[config.mk]
export PLATFORM = sky130hd
export DESIGN_NAME = levelized_topological_scheduler_flat
export DESIGN_NICKNAME = d
export VERILOG_FILES = /design/src/hdl/lts_pkg.sv /design/src/hdl/lts_in_if.sv /design/src/hdl/lts_out_if.sv /design/src/hdl/lts_cfg_if.sv /design/src/hdl/lts_datapath.sv /design/src/hdl/lts_controller.sv /design/src/hdl/levelized_topological_scheduler.sv /design/src/flat_wrapper.sv
export SDC_FILE = /design/constraint.sdc
export NUM_CORES = 2
export LEC_CHECK = 0
export BUFFER_PORTS_ARGS = -buffer_cell sky130_fd_sc_hd__buf_2
export CAP_MARGIN = 10
export CORE_MARGIN = 5
export CORE_UTILIZATION = 45
export DETAILED_ROUTE_END_ITERATION = 16
export PLACE_DENSITY = 0.71
export SYNTH_ARGS = -nofsm -noshare
export SYNTH_HDL_FRONTEND = slang
export SYNTH_SLANG_ARGS = --single-unit
[constraint.sdc]
create_clock -name i_clk -period 4.2 [get_ports i_clk]
set_input_delay 0.84 -clock i_clk [delete_from_list [all_inputs] [get_ports i_clk]]
set_output_delay 0.84 -clock i_clk [all_outputs]
set_load 0.02 [all_outputs]
[src/hdl/lts_pkg.sv]
// ----------------------------------------------------------------------------
// lts_pkg
// Shared constants, codes and controller/datapath handshake types for the
// levelized topological scheduler.
// ----------------------------------------------------------------------------
`default_nettype none

package lts_pkg;

    // default sizing of the graph store
    localparam int DEF_MAX_NODES = 32;
    localparam int DEF_MAX_EDGES = 256;

    // fixed field widths of the channels
    localparam int OPCODE_W   = 2;
    localparam int NODE_IDX_W = 5;
    localparam int LEVEL_W    = 6;
    localparam int CYC_W      = 6;
    localparam int NCOUNT_W   = 6;

    // input operation codes
    typedef enum logic [OPCODE_W-1:0] {
        OP_ADD_EDGE  = 2'd0,
        OP_SET_STALE = 2'd1,
        OP_RUN       = 2'd2
    } t_opcode;

    // result record kinds
    localparam logic REC_NODE   = 1'b0;
    localparam logic REC_STATUS = 1'b1;

    // controller to datapath commands
    typedef struct packed {
        logic in_ready;
        logic run_init;
        logic idx_zero;
        logic idx_inc;
        logic eidx_zero;
        logic eidx_inc;
        logic clr_wr;
        logic edge_rd;
        logic pend_rd_edge;
        logic err_set;
        logic cnt_wr;
        logic pend_rd_idx;
        logic scan_chk;
        logic lvl_start;
        logic ll_rd;
        logic u_load;
        logic will_chk;
        logic emit_node;
        logic dec_wr;
        logic level_inc;
        logic emit_stat;
    } t_cmd;

    // datapath to controller status
    typedef struct packed {
        logic run_req;
        logic idx_lt_n;
        logic idx_lt_cnt;
        logic eidx_lt_total;
        logic edge_ok;
        logic rl_match;
        logic will;
        logic ncnt_zero;
        logic out_free;
    } t_status;

endpackage

`default_nettype wire

[src/hdl/lts_in_if.sv]
// ----------------------------------------------------------------------------
// lts_in_if
// Input item channel: edge loads, stale marks and run commands.
// ----------------------------------------------------------------------------
`default_nettype none

interface lts_in_if;
    logic                              valid;
    logic                              ready;
    logic [lts_pkg::OPCODE_W-1:0]      opcode;
    logic [lts_pkg::NODE_IDX_W-1:0]    dependent_node;
    logic [lts_pkg::NODE_IDX_W-1:0]    dependency_node;
    logic                              stale;

    modport source (output valid, opcode, dependent_node, dependency_node, stale,
                    input ready);
    modport sink   (input valid, opcode, dependent_node, dependency_node, stale,
                    output ready);
endinterface

`default_nettype wire

[src/hdl/lts_out_if.sv]
// ----------------------------------------------------------------------------
// lts_out_if
// Result channel: scheduled node records and the final status record.
// ----------------------------------------------------------------------------
`default_nettype none

interface lts_out_if;
    logic                              valid;
    logic                              ready;
    logic                              record_kind;
    logic [lts_pkg::NODE_IDX_W-1:0]    node_index;
    logic [lts_pkg::LEVEL_W-1:0]       level_number;
    logic                              rebuild;
    logic [lts_pkg::CYC_W-1:0]         cycle_count;
    logic                              load_error;
    logic                              last;

    modport source (output valid, record_kind, node_index, level_number, rebuild,
                    cycle_count, load_error, last, input ready);
    modport sink   (input valid, record_kind, node_index, level_number, rebuild,
                    cycle_count, load_error, last, output ready);
endinterface

`default_nettype wire

[src/hdl/lts_cfg_if.sv]
// ----------------------------------------------------------------------------
// lts_cfg_if
// Configuration write channel for the node count register.
// ----------------------------------------------------------------------------
`default_nettype none

interface lts_cfg_if;
    logic                              valid;
    logic                              ready;
    logic [lts_pkg::NCOUNT_W-1:0]      node_count;

    modport source (output valid, node_count, input ready);
    modport sink   (input valid, node_count, output ready);
endinterface

`default_nettype wire

[src/hdl/lts_datapath.sv]
// ----------------------------------------------------------------------------
// lts_datapath
// Edge store, pending-count memory, level lists, flags, loop counters and the
// output record register. Acts on controller commands, reports status.
// ----------------------------------------------------------------------------
`default_nettype none

module lts_datapath #(
    parameter int MAX_NODES = lts_pkg::DEF_MAX_NODES,
    parameter int MAX_EDGES = lts_pkg::DEF_MAX_EDGES
) (
    input  wire             i_clk,
    input  wire             i_rst_n,
    lts_in_if.sink          i_in,
    lts_cfg_if.sink         i_cfg,
    lts_out_if.source       o_out,
    input  lts_pkg::t_cmd   i_cmd,
    output lts_pkg::t_status o_status
);

    localparam int NODE_W  = $clog2(MAX_NODES);
    localparam int CNT_W   = $clog2(MAX_NODES + 1);
    localparam int EDGE_AW = $clog2(MAX_EDGES);
    localparam int ECNT_W  = $clog2(MAX_EDGES + 1);
    localparam int LL_AW   = $clog2(2 * MAX_NODES);
    localparam int NC_W    = lts_pkg::NCOUNT_W;

    // storage
    logic [2*NODE_W-1:0] r_edge_mem [MAX_EDGES];
    logic [ECNT_W-1:0]   r_pend_mem [MAX_NODES];
    logic [NODE_W-1:0]   r_ll_mem   [2*MAX_NODES];

    logic [2*NODE_W-1:0] r_edge_q;
    logic [ECNT_W-1:0]   r_pend_q;
    logic [NODE_W-1:0]   r_ll_q;

    // control state
    logic [NC_W-1:0]      r_node_count;
    logic [ECNT_W-1:0]    r_etotal;
    logic [MAX_NODES-1:0] r_stale;
    logic [MAX_NODES-1:0] r_build;
    logic                 r_err;
    logic [CNT_W-1:0]     r_n;
    logic [CNT_W-1:0]     r_idx;
    logic [ECNT_W-1:0]    r_eidx;
    logic [CNT_W-1:0]     r_cnt;
    logic [CNT_W-1:0]     r_ncnt;
    logic [CNT_W-1:0]     r_done;
    logic [CNT_W-1:0]     r_level;
    logic                 r_bank;
    logic [NODE_W-1:0]    r_u;
    logic [NODE_W-1:0]    r_w;
    logic                 r_will;
    logic                 r_out_valid;

    // output payload registers
    logic                              r_kind;
    logic [lts_pkg::NODE_IDX_W-1:0]    r_node;
    logic [lts_pkg::LEVEL_W-1:0]       r_lvl;
    logic                              r_wb;
    logic [lts_pkg::CYC_W-1:0]         r_cyc;
    logic                              r_lerr;
    logic                              r_last;

    logic [CNT_W-1:0]  w_n_lim;
    logic              w_in_ready;
    logic              w_accept;
    logic              w_edge_wr;
    logic [NODE_W-1:0] w_edge_w;
    logic [NODE_W-1:0] w_edge_p;
    logic              w_pend_we;
    logic [NODE_W-1:0] w_pend_waddr;
    logic [ECNT_W-1:0] w_pend_wdata;
    logic              w_pend_re;
    logic [NODE_W-1:0] w_pend_raddr;
    logic              w_ll_we;
    logic [NODE_W-1:0] w_ll_wdata;
    logic [LL_AW-1:0]  w_ll_waddr;
    logic [LL_AW-1:0]  w_ll_raddr;
    logic              w_scan_push;
    logic              w_dec_push;

    // handshakes, held off during reset
    assign w_in_ready  = i_cmd.in_ready && i_rst_n;
    assign i_in.ready  = w_in_ready;
    assign i_cfg.ready = i_rst_n;
    assign w_accept    = i_in.valid && w_in_ready;

    // node count clamped to the store size
    assign w_n_lim = (r_node_count > NC_W'(MAX_NODES)) ? CNT_W'(MAX_NODES)
                                                       : CNT_W'(r_node_count);

    // edge load check: store not full, both indices in range
    assign w_edge_wr = w_accept && (i_in.opcode == lts_pkg::OP_ADD_EDGE)
                    && (r_etotal < ECNT_W'(MAX_EDGES))
                    && (NC_W'(i_in.dependent_node) < NC_W'(w_n_lim))
                    && (NC_W'(i_in.dependency_node) < NC_W'(w_n_lim));

    assign w_edge_w = r_edge_q[2*NODE_W-1:NODE_W];
    assign w_edge_p = r_edge_q[NODE_W-1:0];

    // pending-count memory ports
    always_comb begin
        w_pend_we    = 1'b0;
        w_pend_waddr = r_w;
        w_pend_wdata = r_pend_q;
        if (i_cmd.clr_wr) begin
            w_pend_we    = 1'b1;
            w_pend_waddr = r_idx[NODE_W-1:0];
            w_pend_wdata = '0;
        end else if (i_cmd.cnt_wr) begin
            w_pend_we    = 1'b1;
            w_pend_wdata = r_pend_q + ECNT_W'(1);
        end else if (i_cmd.dec_wr && (r_pend_q != '0)) begin
            w_pend_we    = 1'b1;
            w_pend_wdata = r_pend_q - ECNT_W'(1);
        end
    end

    assign w_pend_re    = i_cmd.pend_rd_edge || i_cmd.pend_rd_idx;
    assign w_pend_raddr = i_cmd.pend_rd_edge ? w_edge_w : r_idx[NODE_W-1:0];

    // level list: next bank takes the pushes, current bank is read
    assign w_scan_push = i_cmd.scan_chk && (r_pend_q == '0);
    assign w_dec_push  = i_cmd.dec_wr && (r_pend_q == ECNT_W'(1));
    assign w_ll_we     = w_scan_push || w_dec_push;
    assign w_ll_wdata  = w_scan_push ? r_idx[NODE_W-1:0] : r_w;
    assign w_ll_waddr  = r_bank ? LL_AW'(r_ncnt) : LL_AW'(r_ncnt) + LL_AW'(MAX_NODES);
    assign w_ll_raddr  = r_bank ? LL_AW'(r_idx) + LL_AW'(MAX_NODES) : LL_AW'(r_idx);

    // memories, registered read
    always_ff @(posedge i_clk) begin
        if (w_edge_wr) begin
            r_edge_mem[r_etotal[EDGE_AW-1:0]] <= {NODE_W'(i_in.dependent_node),
                                                  NODE_W'(i_in.dependency_node)};
        end
        if (i_cmd.edge_rd) begin
            r_edge_q <= r_edge_mem[r_eidx[EDGE_AW-1:0]];
        end
    end

    always_ff @(posedge i_clk) begin
        if (w_pend_we) begin
            r_pend_mem[w_pend_waddr] <= w_pend_wdata;
        end
        if (w_pend_re) begin
            r_pend_q <= r_pend_mem[w_pend_raddr];
        end
    end

    always_ff @(posedge i_clk) begin
        if (w_ll_we) begin
            r_ll_mem[w_ll_waddr] <= w_ll_wdata;
        end
        if (i_cmd.ll_rd) begin
            r_ll_q <= r_ll_mem[w_ll_raddr];
        end
    end

    // configuration, load state and per-run flags
    always_ff @(posedge i_clk) begin
        if (!i_rst_n) begin
            r_node_count <= '0;
            r_etotal     <= '0;
            r_stale      <= '0;
            r_build      <= '0;
            r_err        <= 1'b0;
        end else begin
            if (i_cfg.valid) begin
                r_node_count <= i_cfg.node_count;
            end
            if (w_edge_wr) begin
                r_etotal <= r_etotal + ECNT_W'(1);
            end
            if (w_accept) begin
                case (i_in.opcode)
                    lts_pkg::OP_ADD_EDGE: begin
                        if (!w_edge_wr) begin
                            r_err <= 1'b1;
                        end
                    end
                    lts_pkg::OP_SET_STALE: begin
                        if (NC_W'(i_in.dependent_node) < NC_W'(MAX_NODES)) begin
                            r_stale[NODE_W'(i_in.dependent_node)] <= i_in.stale;
                        end
                    end
                    default: begin
                    end
                endcase
            end
            if (i_cmd.err_set) begin
                r_err <= 1'b1;
            end
            if (i_cmd.emit_node) begin
                r_build[r_u] <= r_will;
            end
            // store is emptied after the status record
            if (i_cmd.emit_stat) begin
                r_etotal <= '0;
                r_stale  <= '0;
                r_build  <= '0;
                r_err    <= 1'b0;
            end
        end
    end

    // run counters and working registers
    always_ff @(posedge i_clk) begin
        if (!i_rst_n) begin
            r_idx   <= '0;
            r_eidx  <= '0;
            r_n     <= '0;
            r_cnt   <= '0;
            r_ncnt  <= '0;
            r_done  <= '0;
            r_level <= '0;
            r_bank  <= 1'b1;
        end else begin
            if (i_cmd.run_init) begin
                r_n     <= w_n_lim;
                r_ncnt  <= '0;
                r_done  <= '0;
                r_level <= '0;
                r_bank  <= 1'b1;
            end
            if (i_cmd.idx_zero) begin
                r_idx <= '0;
            end else if (i_cmd.idx_inc) begin
                r_idx <= r_idx + CNT_W'(1);
            end
            if (i_cmd.eidx_zero) begin
                r_eidx <= '0;
            end else if (i_cmd.eidx_inc) begin
                r_eidx <= r_eidx + ECNT_W'(1);
            end
            if (w_ll_we) begin
                r_ncnt <= r_ncnt + CNT_W'(1);
            end
            // next level becomes current
            if (i_cmd.lvl_start) begin
                r_cnt  <= r_ncnt;
                r_ncnt <= '0;
                r_done <= r_done + r_ncnt;
                r_bank <= ~r_bank;
            end
            if (i_cmd.level_inc) begin
                r_level <= r_level + CNT_W'(1);
            end
        end
    end

    // current node, its will-build flag and the edge target
    always_ff @(posedge i_clk) begin
        if (i_cmd.u_load) begin
            r_u    <= r_ll_q;
            r_will <= r_stale[r_ll_q];
        end else if (i_cmd.will_chk && (w_edge_w == r_u)
                     && (CNT_W'(w_edge_p) < r_n) && r_build[w_edge_p]) begin
            r_will <= 1'b1;
        end
        if (i_cmd.pend_rd_edge) begin
            r_w <= w_edge_w;
        end
    end

    // output record register
    always_ff @(posedge i_clk) begin
        if (!i_rst_n) begin
            r_out_valid <= 1'b0;
        end else if (i_cmd.emit_node || i_cmd.emit_stat) begin
            r_out_valid <= 1'b1;
        end else if (o_out.ready) begin
            r_out_valid <= 1'b0;
        end
    end

    always_ff @(posedge i_clk) begin
        if (i_cmd.emit_node) begin
            r_kind <= lts_pkg::REC_NODE;
            r_node <= lts_pkg::NODE_IDX_W'(r_u);
            r_lvl  <= lts_pkg::LEVEL_W'(r_level);
            r_wb   <= r_will;
            r_cyc  <= '0;
            r_lerr <= 1'b0;
            r_last <= 1'b0;
        end else if (i_cmd.emit_stat) begin
            r_kind <= lts_pkg::REC_STATUS;
            r_node <= '0;
            r_lvl  <= '0;
            r_wb   <= 1'b0;
            r_cyc  <= lts_pkg::CYC_W'(r_n - r_done);
            r_lerr <= r_err;
            r_last <= 1'b1;
        end
    end

    assign o_out.valid        = r_out_valid;
    assign o_out.record_kind  = r_kind;
    assign o_out.node_index   = r_node;
    assign o_out.level_number = r_lvl;
    assign o_out.rebuild      = r_wb;
    assign o_out.cycle_count  = r_cyc;
    assign o_out.load_error   = r_lerr;
    assign o_out.last         = r_last;

    // status to controller
    assign o_status.run_req       = i_in.valid && (i_in.opcode == lts_pkg::OP_RUN);
    assign o_status.idx_lt_n      = r_idx < r_n;
    assign o_status.idx_lt_cnt    = r_idx < r_cnt;
    assign o_status.eidx_lt_total = r_eidx < r_etotal;
    assign o_status.edge_ok       = (CNT_W'(w_edge_w) < r_n) && (CNT_W'(w_edge_p) < r_n);
    assign o_status.rl_match      = (w_edge_p == r_u) && (CNT_W'(w_edge_w) < r_n);
    assign o_status.will          = r_will;
    assign o_status.ncnt_zero     = r_ncnt == '0;
    assign o_status.out_free      = !r_out_valid || o_out.ready;

endmodule

`default_nettype wire

[src/hdl/lts_controller.sv]
// ----------------------------------------------------------------------------
// lts_controller
// Run sequencer: clears and counts pending dependencies, scans level 0, then
// per level computes will-build flags, emits records and releases dependents.
// ----------------------------------------------------------------------------
`default_nettype none

module lts_controller (
    input  wire              i_clk,
    input  wire              i_rst_n,
    input  lts_pkg::t_status i_status,
    output lts_pkg::t_cmd    o_cmd
);

    typedef enum logic [18:0] {
        S_IDLE      = 19'h00001,
        S_CLR       = 19'h00002,
        S_CNT_RD    = 19'h00004,
        S_CNT_CHK   = 19'h00008,
        S_CNT_WR    = 19'h00010,
        S_SCAN_RD   = 19'h00020,
        S_SCAN_CHK  = 19'h00040,
        S_LVL_START = 19'h00080,
        S_WB_RD     = 19'h00100,
        S_WB_U      = 19'h00200,
        S_WB_ERD    = 19'h00400,
        S_WB_ECHK   = 19'h00800,
        S_WB_EMIT   = 19'h01000,
        S_RL_RD     = 19'h02000,
        S_RL_U      = 19'h04000,
        S_RL_ERD    = 19'h08000,
        S_RL_ECHK   = 19'h10000,
        S_RL_DEC    = 19'h20000,
        S_STAT      = 19'h40000
    } t_state;

    t_state r_state;
    t_state n_state;

    always_ff @(posedge i_clk) begin
        if (!i_rst_n) begin
            r_state <= S_IDLE;
        end else begin
            r_state <= n_state;
        end
    end

    // next state and commands
    always_comb begin
        n_state = r_state;
        o_cmd   = '0;
        case (r_state)
            S_IDLE: begin
                o_cmd.in_ready = 1'b1;
                if (i_status.run_req) begin
                    o_cmd.run_init = 1'b1;
                    o_cmd.idx_zero = 1'b1;
                    n_state        = S_CLR;
                end
            end
            // zero pending counts of nodes in use
            S_CLR: begin
                if (i_status.idx_lt_n) begin
                    o_cmd.clr_wr  = 1'b1;
                    o_cmd.idx_inc = 1'b1;
                end else begin
                    o_cmd.eidx_zero = 1'b1;
                    n_state         = S_CNT_RD;
                end
            end
            // count dependencies per edge
            S_CNT_RD: begin
                if (i_status.eidx_lt_total) begin
                    o_cmd.edge_rd = 1'b1;
                    n_state       = S_CNT_CHK;
                end else begin
                    o_cmd.idx_zero = 1'b1;
                    n_state        = S_SCAN_RD;
                end
            end
            S_CNT_CHK: begin
                if (i_status.edge_ok) begin
                    o_cmd.pend_rd_edge = 1'b1;
                    n_state            = S_CNT_WR;
                end else begin
                    o_cmd.err_set  = 1'b1;
                    o_cmd.eidx_inc = 1'b1;
                    n_state        = S_CNT_RD;
                end
            end
            S_CNT_WR: begin
                o_cmd.cnt_wr   = 1'b1;
                o_cmd.eidx_inc = 1'b1;
                n_state        = S_CNT_RD;
            end
            // level 0: nodes without dependencies, in index order
            S_SCAN_RD: begin
                if (i_status.idx_lt_n) begin
                    o_cmd.pend_rd_idx = 1'b1;
                    n_state           = S_SCAN_CHK;
                end else begin
                    n_state = S_LVL_START;
                end
            end
            S_SCAN_CHK: begin
                o_cmd.scan_chk = 1'b1;
                o_cmd.idx_inc  = 1'b1;
                n_state        = S_SCAN_RD;
            end
            S_LVL_START: begin
                if (i_status.ncnt_zero) begin
                    n_state = S_STAT;
                end else begin
                    o_cmd.lvl_start = 1'b1;
                    o_cmd.idx_zero  = 1'b1;
                    n_state         = S_WB_RD;
                end
            end
            // will-build pass over the level
            S_WB_RD: begin
                if (i_status.idx_lt_cnt) begin
                    o_cmd.ll_rd = 1'b1;
                    n_state     = S_WB_U;
                end else begin
                    o_cmd.idx_zero = 1'b1;
                    n_state        = S_RL_RD;
                end
            end
            S_WB_U: begin
                o_cmd.u_load    = 1'b1;
                o_cmd.eidx_zero = 1'b1;
                n_state         = S_WB_ERD;
            end
            S_WB_ERD: begin
                if (i_status.will || !i_status.eidx_lt_total) begin
                    n_state = S_WB_EMIT;
                end else begin
                    o_cmd.edge_rd = 1'b1;
                    n_state       = S_WB_ECHK;
                end
            end
            S_WB_ECHK: begin
                o_cmd.will_chk = 1'b1;
                o_cmd.eidx_inc = 1'b1;
                n_state        = S_WB_ERD;
            end
            S_WB_EMIT: begin
                if (i_status.out_free) begin
                    o_cmd.emit_node = 1'b1;
                    o_cmd.idx_inc   = 1'b1;
                    n_state         = S_WB_RD;
                end
            end
            // release pass: decrement dependents, push newly ready ones
            S_RL_RD: begin
                if (i_status.idx_lt_cnt) begin
                    o_cmd.ll_rd = 1'b1;
                    n_state     = S_RL_U;
                end else begin
                    o_cmd.level_inc = 1'b1;
                    n_state         = S_LVL_START;
                end
            end
            S_RL_U: begin
                o_cmd.u_load    = 1'b1;
                o_cmd.eidx_zero = 1'b1;
                n_state         = S_RL_ERD;
            end
            S_RL_ERD: begin
                if (i_status.eidx_lt_total) begin
                    o_cmd.edge_rd = 1'b1;
                    n_state       = S_RL_ECHK;
                end else begin
                    o_cmd.idx_inc = 1'b1;
                    n_state       = S_RL_RD;
                end
            end
            S_RL_ECHK: begin
                if (i_status.rl_match) begin
                    o_cmd.pend_rd_edge = 1'b1;
                    n_state            = S_RL_DEC;
                end else begin
                    o_cmd.eidx_inc = 1'b1;
                    n_state        = S_RL_ERD;
                end
            end
            S_RL_DEC: begin
                o_cmd.dec_wr   = 1'b1;
                o_cmd.eidx_inc = 1'b1;
                n_state        = S_RL_ERD;
            end
            // final status record, store cleared
            S_STAT: begin
                if (i_status.out_free) begin
                    o_cmd.emit_stat = 1'b1;
                    n_state         = S_IDLE;
                end
            end
            default: begin
                n_state = S_IDLE;
            end
        endcase
    end

endmodule

`default_nettype wire

[src/hdl/levelized_topological_scheduler.sv]
// Edge and stale loads: one item per cycle, no result, accepted while idle.
// Run: for every scheduled node the single-port edge store is walked once for
// the will-build flag, ending early once that flag is set, and once to release
// its dependents. Records leave through one output register; the next item is
// taken once the status record is loaded. Synchronous reset clears counts,
// flags and node count; the edge, pending and level memories are not
// cleared.
// ----------------------------------------------------------------------------
// levelized_topological_scheduler
// Level-by-level Kahn topological sort with will-build propagation.
// ----------------------------------------------------------------------------
`default_nettype none

module levelized_topological_scheduler #(
    parameter int MAX_NODES = lts_pkg::DEF_MAX_NODES,
    parameter int MAX_EDGES = lts_pkg::DEF_MAX_EDGES
) (
    input  wire        i_clk,
    input  wire        i_rst_n,
    lts_in_if.sink     i_in,
    lts_cfg_if.sink    i_cfg,
    lts_out_if.source  o_out
);

    lts_pkg::t_cmd    w_cmd;
    lts_pkg::t_status w_status;

    // sequencer
    lts_controller u_ctrl (
        .i_clk    (i_clk),
        .i_rst_n  (i_rst_n),
        .i_status (w_status),
        .o_cmd    (w_cmd)
    );

    // storage and arithmetic
    lts_datapath #(
        .MAX_NODES (MAX_NODES),
        .MAX_EDGES (MAX_EDGES)
    ) u_dp (
        .i_clk    (i_clk),
        .i_rst_n  (i_rst_n),
        .i_in     (i_in),
        .i_cfg    (i_cfg),
        .o_out    (o_out),
        .i_cmd    (w_cmd),
        .o_status (w_status)
    );

endmodule

`default_nettype wire

[src/flat_wrapper.sv]
// flat-port wrapper written by rule: the top's interface ports become plain ports
module levelized_topological_scheduler_flat 
#(
    parameter int MAX_NODES = lts_pkg::DEF_MAX_NODES,
    parameter int MAX_EDGES = lts_pkg::DEF_MAX_EDGES
)
  (i_clk, i_rst_n, i_in_valid, i_in_opcode, i_in_dependent_node, i_in_dependency_node, i_in_stale, i_in_ready, i_cfg_valid, i_cfg_node_count, i_cfg_ready, o_out_valid, o_out_record_kind, o_out_node_index, o_out_level_number, o_out_rebuild, o_out_cycle_count, o_out_load_error, o_out_last, o_out_ready);
  lts_in_if i_in_i ();
  lts_cfg_if i_cfg_i ();
  lts_out_if o_out_i ();
  input  wire i_clk;
  input  wire i_rst_n;
  input wire logic [$bits(i_in_i.valid)-1:0] i_in_valid;
  input wire logic [$bits(i_in_i.opcode)-1:0] i_in_opcode;
  input wire logic [$bits(i_in_i.dependent_node)-1:0] i_in_dependent_node;
  input wire logic [$bits(i_in_i.dependency_node)-1:0] i_in_dependency_node;
  input wire logic [$bits(i_in_i.stale)-1:0] i_in_stale;
  output wire logic [$bits(i_in_i.ready)-1:0] i_in_ready;
  input wire logic [$bits(i_cfg_i.valid)-1:0] i_cfg_valid;
  input wire logic [$bits(i_cfg_i.node_count)-1:0] i_cfg_node_count;
  output wire logic [$bits(i_cfg_i.ready)-1:0] i_cfg_ready;
  output wire logic [$bits(o_out_i.valid)-1:0] o_out_valid;
  output wire logic [$bits(o_out_i.record_kind)-1:0] o_out_record_kind;
  output wire logic [$bits(o_out_i.node_index)-1:0] o_out_node_index;
  output wire logic [$bits(o_out_i.level_number)-1:0] o_out_level_number;
  output wire logic [$bits(o_out_i.rebuild)-1:0] o_out_rebuild;
  output wire logic [$bits(o_out_i.cycle_count)-1:0] o_out_cycle_count;
  output wire logic [$bits(o_out_i.load_error)-1:0] o_out_load_error;
  output wire logic [$bits(o_out_i.last)-1:0] o_out_last;
  input wire logic [$bits(o_out_i.ready)-1:0] o_out_ready;
  assign i_in_i.valid = i_in_valid;
  assign i_in_i.opcode = i_in_opcode;
  assign i_in_i.dependent_node = i_in_dependent_node;
  assign i_in_i.dependency_node = i_in_dependency_node;
  assign i_in_i.stale = i_in_stale;
  assign i_in_ready = i_in_i.ready;
  assign i_cfg_i.valid = i_cfg_valid;
  assign i_cfg_i.node_count = i_cfg_node_count;
  assign i_cfg_ready = i_cfg_i.ready;
  assign o_out_valid = o_out_i.valid;
  assign o_out_record_kind = o_out_i.record_kind;
  assign o_out_node_index = o_out_i.node_index;
  assign o_out_level_number = o_out_i.level_number;
  assign o_out_rebuild = o_out_i.rebuild;
  assign o_out_cycle_count = o_out_i.cycle_count;
  assign o_out_load_error = o_out_i.load_error;
  assign o_out_last = o_out_i.last;
  assign o_out_i.ready = o_out_ready;
  levelized_topological_scheduler #(.MAX_NODES(MAX_NODES), .MAX_EDGES(MAX_EDGES)) u_core (.i_clk(i_clk), .i_rst_n(i_rst_n), .i_in(i_in_i), .i_cfg(i_cfg_i), .o_out(o_out_i));
endmodule
# Word level (Yosys, flattened, before mapping)
# Memory sizes are Yosys's and may differ from the RTL's. A register that Yosys moved wholly into a read port is not among the register bits.
# Index checks and enable logic that the tools add are counted.
# word_totals
register_bits	177
ramBits	3168
input_bits	24
output_inout_bits	24
word_cells	229
n_memories	3
# classes
addsub	11
order_cmp	15
n_eq_ne	29
muxes	96
n_bitwise	2
n_reduce_logical	49
# memory_table
memory	depth	word_bits	read_ports	rd_clocked_by_memory_dff	write_ports	line_no	rtl
u_core.u_dp.r_edge_mem	256	10	1	1	1	lts_datapath.sv:29	logic [2*NODE_W-1:0] r_edge_mem [MAX_EDGES];
u_core.u_dp.r_ll_mem	64	5	1	1	1	lts_datapath.sv:31	logic [NODE_W-1:0] r_ll_mem [2*MAX_NODES];
u_core.u_dp.r_pend_mem	32	9	1	1	1	lts_datapath.sv:30	logic [ECNT_W-1:0] r_pend_mem [MAX_NODES];
# ops
cell	count
$pmux 19 s17	1
$mux 19	5
$bwmux 32	2
$mux 6	10
$mux 1	51
$mux 5	6
$add 9x1->9 const B	3
$mux 9	3
$lt 5x6->1	4
$lt 5x6->1 const B	4
$eq 19x1->1 const B	1
$eq 19x10->1 const B	1
$eq 19x11->1 const B	1
$eq 19x12->1 const B	1
$eq 19x13->1 const B	1
$eq 19x14->1 const B	1
$eq 19x15->1 const B	1
$eq 19x16->1 const B	1
$eq 19x17->1 const B	1
$eq 19x18->1 const B	1
$eq 19x19->1 const B	1
$eq 19x2->1 const B	1
$eq 19x3->1 const B	1
$eq 19x4->1 const B	1
47 further kinds	99

# Logic depth before layout (Yosys ltp)
# logic_depth
word_depth	14
ltp_mapped	14
mapped_depth_nobuf	11

# Hierarchy
# From an unflattened synthesis, not the netlist that was laid out.
# unflattened
cells_unflattened	6983
hier_area_um2	133887.2
# by_module_without_submodules
mod	instances	cells_each	area_each_um2	seq_area_each_um2
lts_datapath	1	6816	132513.3	99245.2
lts_controller	1	167	1373.8	380.4

# Least setup slack after synthesis
# Ideal clock, no wire load.
# synth_path
path_kind	register to register
startpoint	register u_core.u_dp.r_pend_q[0], read port of u_core.u_dp.r_pend_mem
endpoint	memory u_core.u_dp.r_ll_mem[0][0] in the netlist's numbering, data pin
setup_ns	0.702
t_arrival_ns	3.687
t_required_ns	3.498
path_slack_ns	-0.188
path_stages_with_launch	8
n_path_buf	2
period_less_slack_ns	4.388
path_cell_list	edfxtp_1 clkbuf_1 inv_1 ha_1 nand2_1 nor2b_1 buf_2 o21ai_0
# synth_via
elab_chain_len	3
# synth_rtl
item	line_no	rtl
start: declaration	lts_datapath.sv:34	logic [ECNT_W-1:0] r_pend_q;
$logic_not 9->1	lts_datapath.sv:124	assign w_scan_push = i_cmd.scan_chk && (r_pend_q == '0);
$logic_and 1x1->1	lts_datapath.sv:124	
$mux 5	lts_datapath.sv:127	assign w_ll_wdata = w_scan_push ? r_idx[NODE_W-1:0] : r_w;
net u_core.u_dp.w_ll_wdata[0]	lts_datapath.sv:77	logic [NODE_W-1:0] w_ll_wdata;
end: declaration	lts_datapath.sv:31	
# The timed path passes the listed nets, and every way through them passes these cells.

# Worst setup path in the final report
# layout_path
startpoint	register u_core.u_dp.r_node_count[0]
endpoint	memory u_core.u_dp.r_edge_mem[239][1] in the netlist's numbering, enable pin
# layout_via
elab_chain_len	7
elab_cells_between_ends	8
classes_between	3 x order compare; 3 x mux; 2 x reduce/logical
# layout_rtl
item	line_no	rtl
start: declaration	lts_datapath.sv:38	logic [NC_W-1:0] r_node_count;
start signal: assignment	lts_datapath.sv:170	r_node_count <= i_cfg.node_count;
$gt 6x6->1	lts_datapath.sv:90	assign w_n_lim = (r_node_count > NC_W'(MAX_NODES)) ? CNT_W'(MAX_NODES)
$mux 6 (*)	lts_datapath.sv:90	
$lt 5x6->1	lts_datapath.sv:96	&& (NC_W'(i_in.dependent_node) < NC_W'(w_n_lim))
$logic_and 1x1->1	lts_datapath.sv:96	
$logic_and 1x1->1 (*)	lts_datapath.sv:97	&& (NC_W'(i_in.dependency_node) < NC_W'(w_n_lim));
$mux 1 (*)	lts_datapath.sv:133	if (w_edge_wr) begin
$mux 1 (implied by the code) (*)	lts_datapath.sv:134	r_edge_mem[r_etotal[EDGE_AW-1:0]] <= {NODE_W'(i_in.dependent_node),
end: declaration	lts_datapath.sv:29	
# Every way passes the cells marked *; elsewhere a longest branch is shown, timed or not.

==> impl_metrics.tcl <==
set metrics [dict create \
    run_status "finished clean" \
    wl_per_cell_um 30.8 \
    setup_ws_ns 0.155 \
    synth_area_leaders "edfxtp_1 72%, mux4_2 16%, dfxtp_1 2.3%, nor2_1 1.5%, nand3_1 1.3%" \
    tightest_slew_ns 1.19 \
    post-route-drc-count 0 \
    grt_max_degree 149 \
    seq_area_frac_synth_pct 74.6 \
    dp_hpwl_um 217000 \
    cap_violations 0 \
    r2r_setup_slack_ns 0.16 \
    synthArstFlopShare_pct 0 \
    crit_type "flop to flop" \
    netlist_area_mm2 0.134 \
    overflow 0 \
    grtUsageTotal_pct 22.6 \
    die_h_um 555 \
    antenna_left 0 \
    fin_nets 7307 \
    p_leak_nw 47.5 \
    cts_tree "done" \
    start_util_pct 45.1 \
    row_count 200 \
    clock_path_buffers 4 \
    post-route-period-util_pct 96.3 \
    dp_slack_ns -0.167 \
    drt-initial-drc-count 10649 \
    worstPathMaxFanout 10 \
    core_mm2 0.296 \
    min_period_ns 4.04 \
    postRouteWirelength_um 352000 \
    worst_ir_drop_vdd_mv 0.425 \
    synthCells 6621 \
    root_buffer "clkbuf_16" \
    final_common_cell "edfxtp_1" \
    slew_headroom_pct 20.3 \
    layout_common_cells "3,215 x edfxtp_1, 974 x mux4_2, 546 x buf_4" \
    cp.required_ns 4.78 \
    setup_viol 0 \
    multi_input_area_mm2 0.0323 \
    drive_gt1_share_pct 29.4 \
    fmax_mhz 247 \
    fin_skew_ns 0.0722 \
    area_growth_pct 15.1 \
    clk_pin_slew_ns 0.06 \
    antenna_found_initial 13 \
    syn_nets 6703 \
    yosys_warnings 0 \
    final_util_pct 51.9 \
    p_total_mw 67.7 \
    htree_levels 5 \
    hold_violations 0 \
    synth_ff_type "edfxtp_1" \
    slew_viol_final 0 \
    power-per-cell-area_mw_per_mm2 440 \
    drt-pass1-iter-count 7 \
    gp_congestion 0.896 \
    crit_arrival_ns 4.63 \
    grt_setup_unrepaired "no" \
    viasPerCell 6.20 \
    synth_edf_count 3215 \
    grt_pass1_vias 69665 \
    hold_path_class "primary input to flop" \
    yosys.area.top_type "edfxtp_1" \
    endpoint_kind "flop" \
    numCtsBuffers 331 \
    die_w_um 555 \
    io_buffers 47 \
    vias 70904 \
    fillCellCount 22401 \
    io-pin-count 48 \
    ys_types 70 \
    synth_top_area_share_pct 72.3 \
    seq_area_mm2 0.0997 \
    dieArea_mm2 0.308 \
    worstSkewPairLatency_ns 0.91 \
    ys_seq_elements 3369 \
    cts.sinks 3369 \
    syn_area_per_cell_um2 20.2 \
    grt_pass1_wl_um 510000 \
    start_kind "flop" \
]
-- registers in the layout, summed over array words and instances (netlist names), 9 cells and up --
| signal | cells |
|---|---|
| u_core.u_ctrl.r_state | 19 |
| u_core.u_dp.r_build | 32 |
| u_core.u_dp.r_edge_mem | 2560 |
| u_core.u_dp.r_edge_q | 10 |
| u_core.u_dp.r_eidx | 9 |
| u_core.u_dp.r_etotal | 9 |
| u_core.u_dp.r_ll_mem | 320 |
| u_core.u_dp.r_pend_mem | 288 |
| u_core.u_dp.r_pend_q | 9 |
| u_core.u_dp.r_stale | 32 |
-- cells by family (layout without fill, tap and decap cells) --
family	count (synthesis)	in the layout	synth area share, %
adders and majority gates	58	58	0.555
other	0	5	0
AOI/OAI and AO/OA	372	372	1.69
muxes	1064	1064	17.1
buffers and inverters	439	1306	1.32
and+or+nand+nor	1272	1272	4.39
xor gates and xnor gates	47	47	0.308
DFF	3369	3369	74.6
-- path summary, 6_finish.rpt --
kind,start,to,depth (start not counted)
worst max-delay path,u_core.u_dp.r_node_count[0],u_core.u_dp.r_edge_mem[239][1],11
worst max register to register,u_core.u_dp.r_node_count[0],u_core.u_dp.r_edge_mem[239][1],11
worst min register to register,u_core.u_dp.r_cnt[0],u_core.u_dp.r_cnt[0],2
worst min-delay path,i_cfg_node_count[3],u_core.u_dp.r_node_count[3],3
-- final cells by class --
class / count / share of cell area (%)
Clock inverter: 192 / 1.23
Multi-Input combinational cell: 2813 / 21.0
Inverter: 49 / 0.120
Timing Repair Buffer: 661 / 3.77
Tap cell: 3939 / 3.21
Sequential cell: 3369 / 64.9
Antenna cell: 5 / 0.00814
Clock buffer: 404 / 5.77
-- Yosys cell counts, types with 9 or more instances --
cell type and number:
a2111oi_0 10, a21o_1 19, a21oi_1 68, a41oi_1 25, and2_1 21, and3_1 13, buf_1 55, buf_2 70
clkbuf_1 259, dfxtp_1 154, edfxtp_1 3215, ha_1 56, inv_1 47, mux2_2 12, mux2i_1 78, mux4_2 974
nand2_1 146, nand2b_1 33, nand3_1 336, nand3b_1 9, nand4_1 27, nor2_1 543, nor2b_1 22, nor3_1 42
nor4_1 11, o21ai_0 180, or3_1 32, xnor2_1 33, xor2_1 14
-- stage by stage --
stage | setup TNS, ns | cell area, um^2 | std cells | hold WS (ns)
after floorplan | 0 | 134000 | 6621 | 0.421
final | 0 | 154000 | 11432 | 0.226
after CTS | 0 | 154000 | 11427 | 0.184
after global routing | 0 | 154000 | 11428 | 0.220
after detailed placement | -6.23 | 143000 | 10829 | 0.456
after global placement | -3.13 | 143000 | 10829 | 0.440
-- critical path: stages (launching register included) --
cell	delay, ns
dfxtp_1	0.62
or3b_1	0.41
a21o_1	0.20
a21o_1	0.20
a21o_1	0.18
a2111oi_0	0.43
o2111a_1	0.33
buf_12	0.17
and3_1	0.24
nand2_1	0.38
nor2_1	0.34
buf_4	0.24
-- routing by layer --
| layer | GRT usage [%] | vias to the layer above | routed length, um |
|---|---|---|---|
| li1 | - | 28488 | - |
| met1 | 32.1 | 36907 | 135000 |
| met2 | 35.0 | 4844 | 165000 |
| met3 | 5.13 | 659 | 39100 |
| met4 | 7.23 | 6 | 12600 |
| met5 | 0 | - | 32 |
-- power breakdown --
group / switching, mW / internal (mW)
Sequential: 0.0283 / 36.7
Combinational: 1.06 / 0.317
Clock: 12.5 / 17.1
-- what timing repair did --
item / 4_1_cts / 5_1_grt
endpoints found under the setup margin: 29 / 46
gates cloned: 0 / 0
hold buffers: 0 / 0
gates resized for setup: 1 / 1
setup buffers: 2 / 0
No activity file was read; power rests on OpenSTA's default activity.
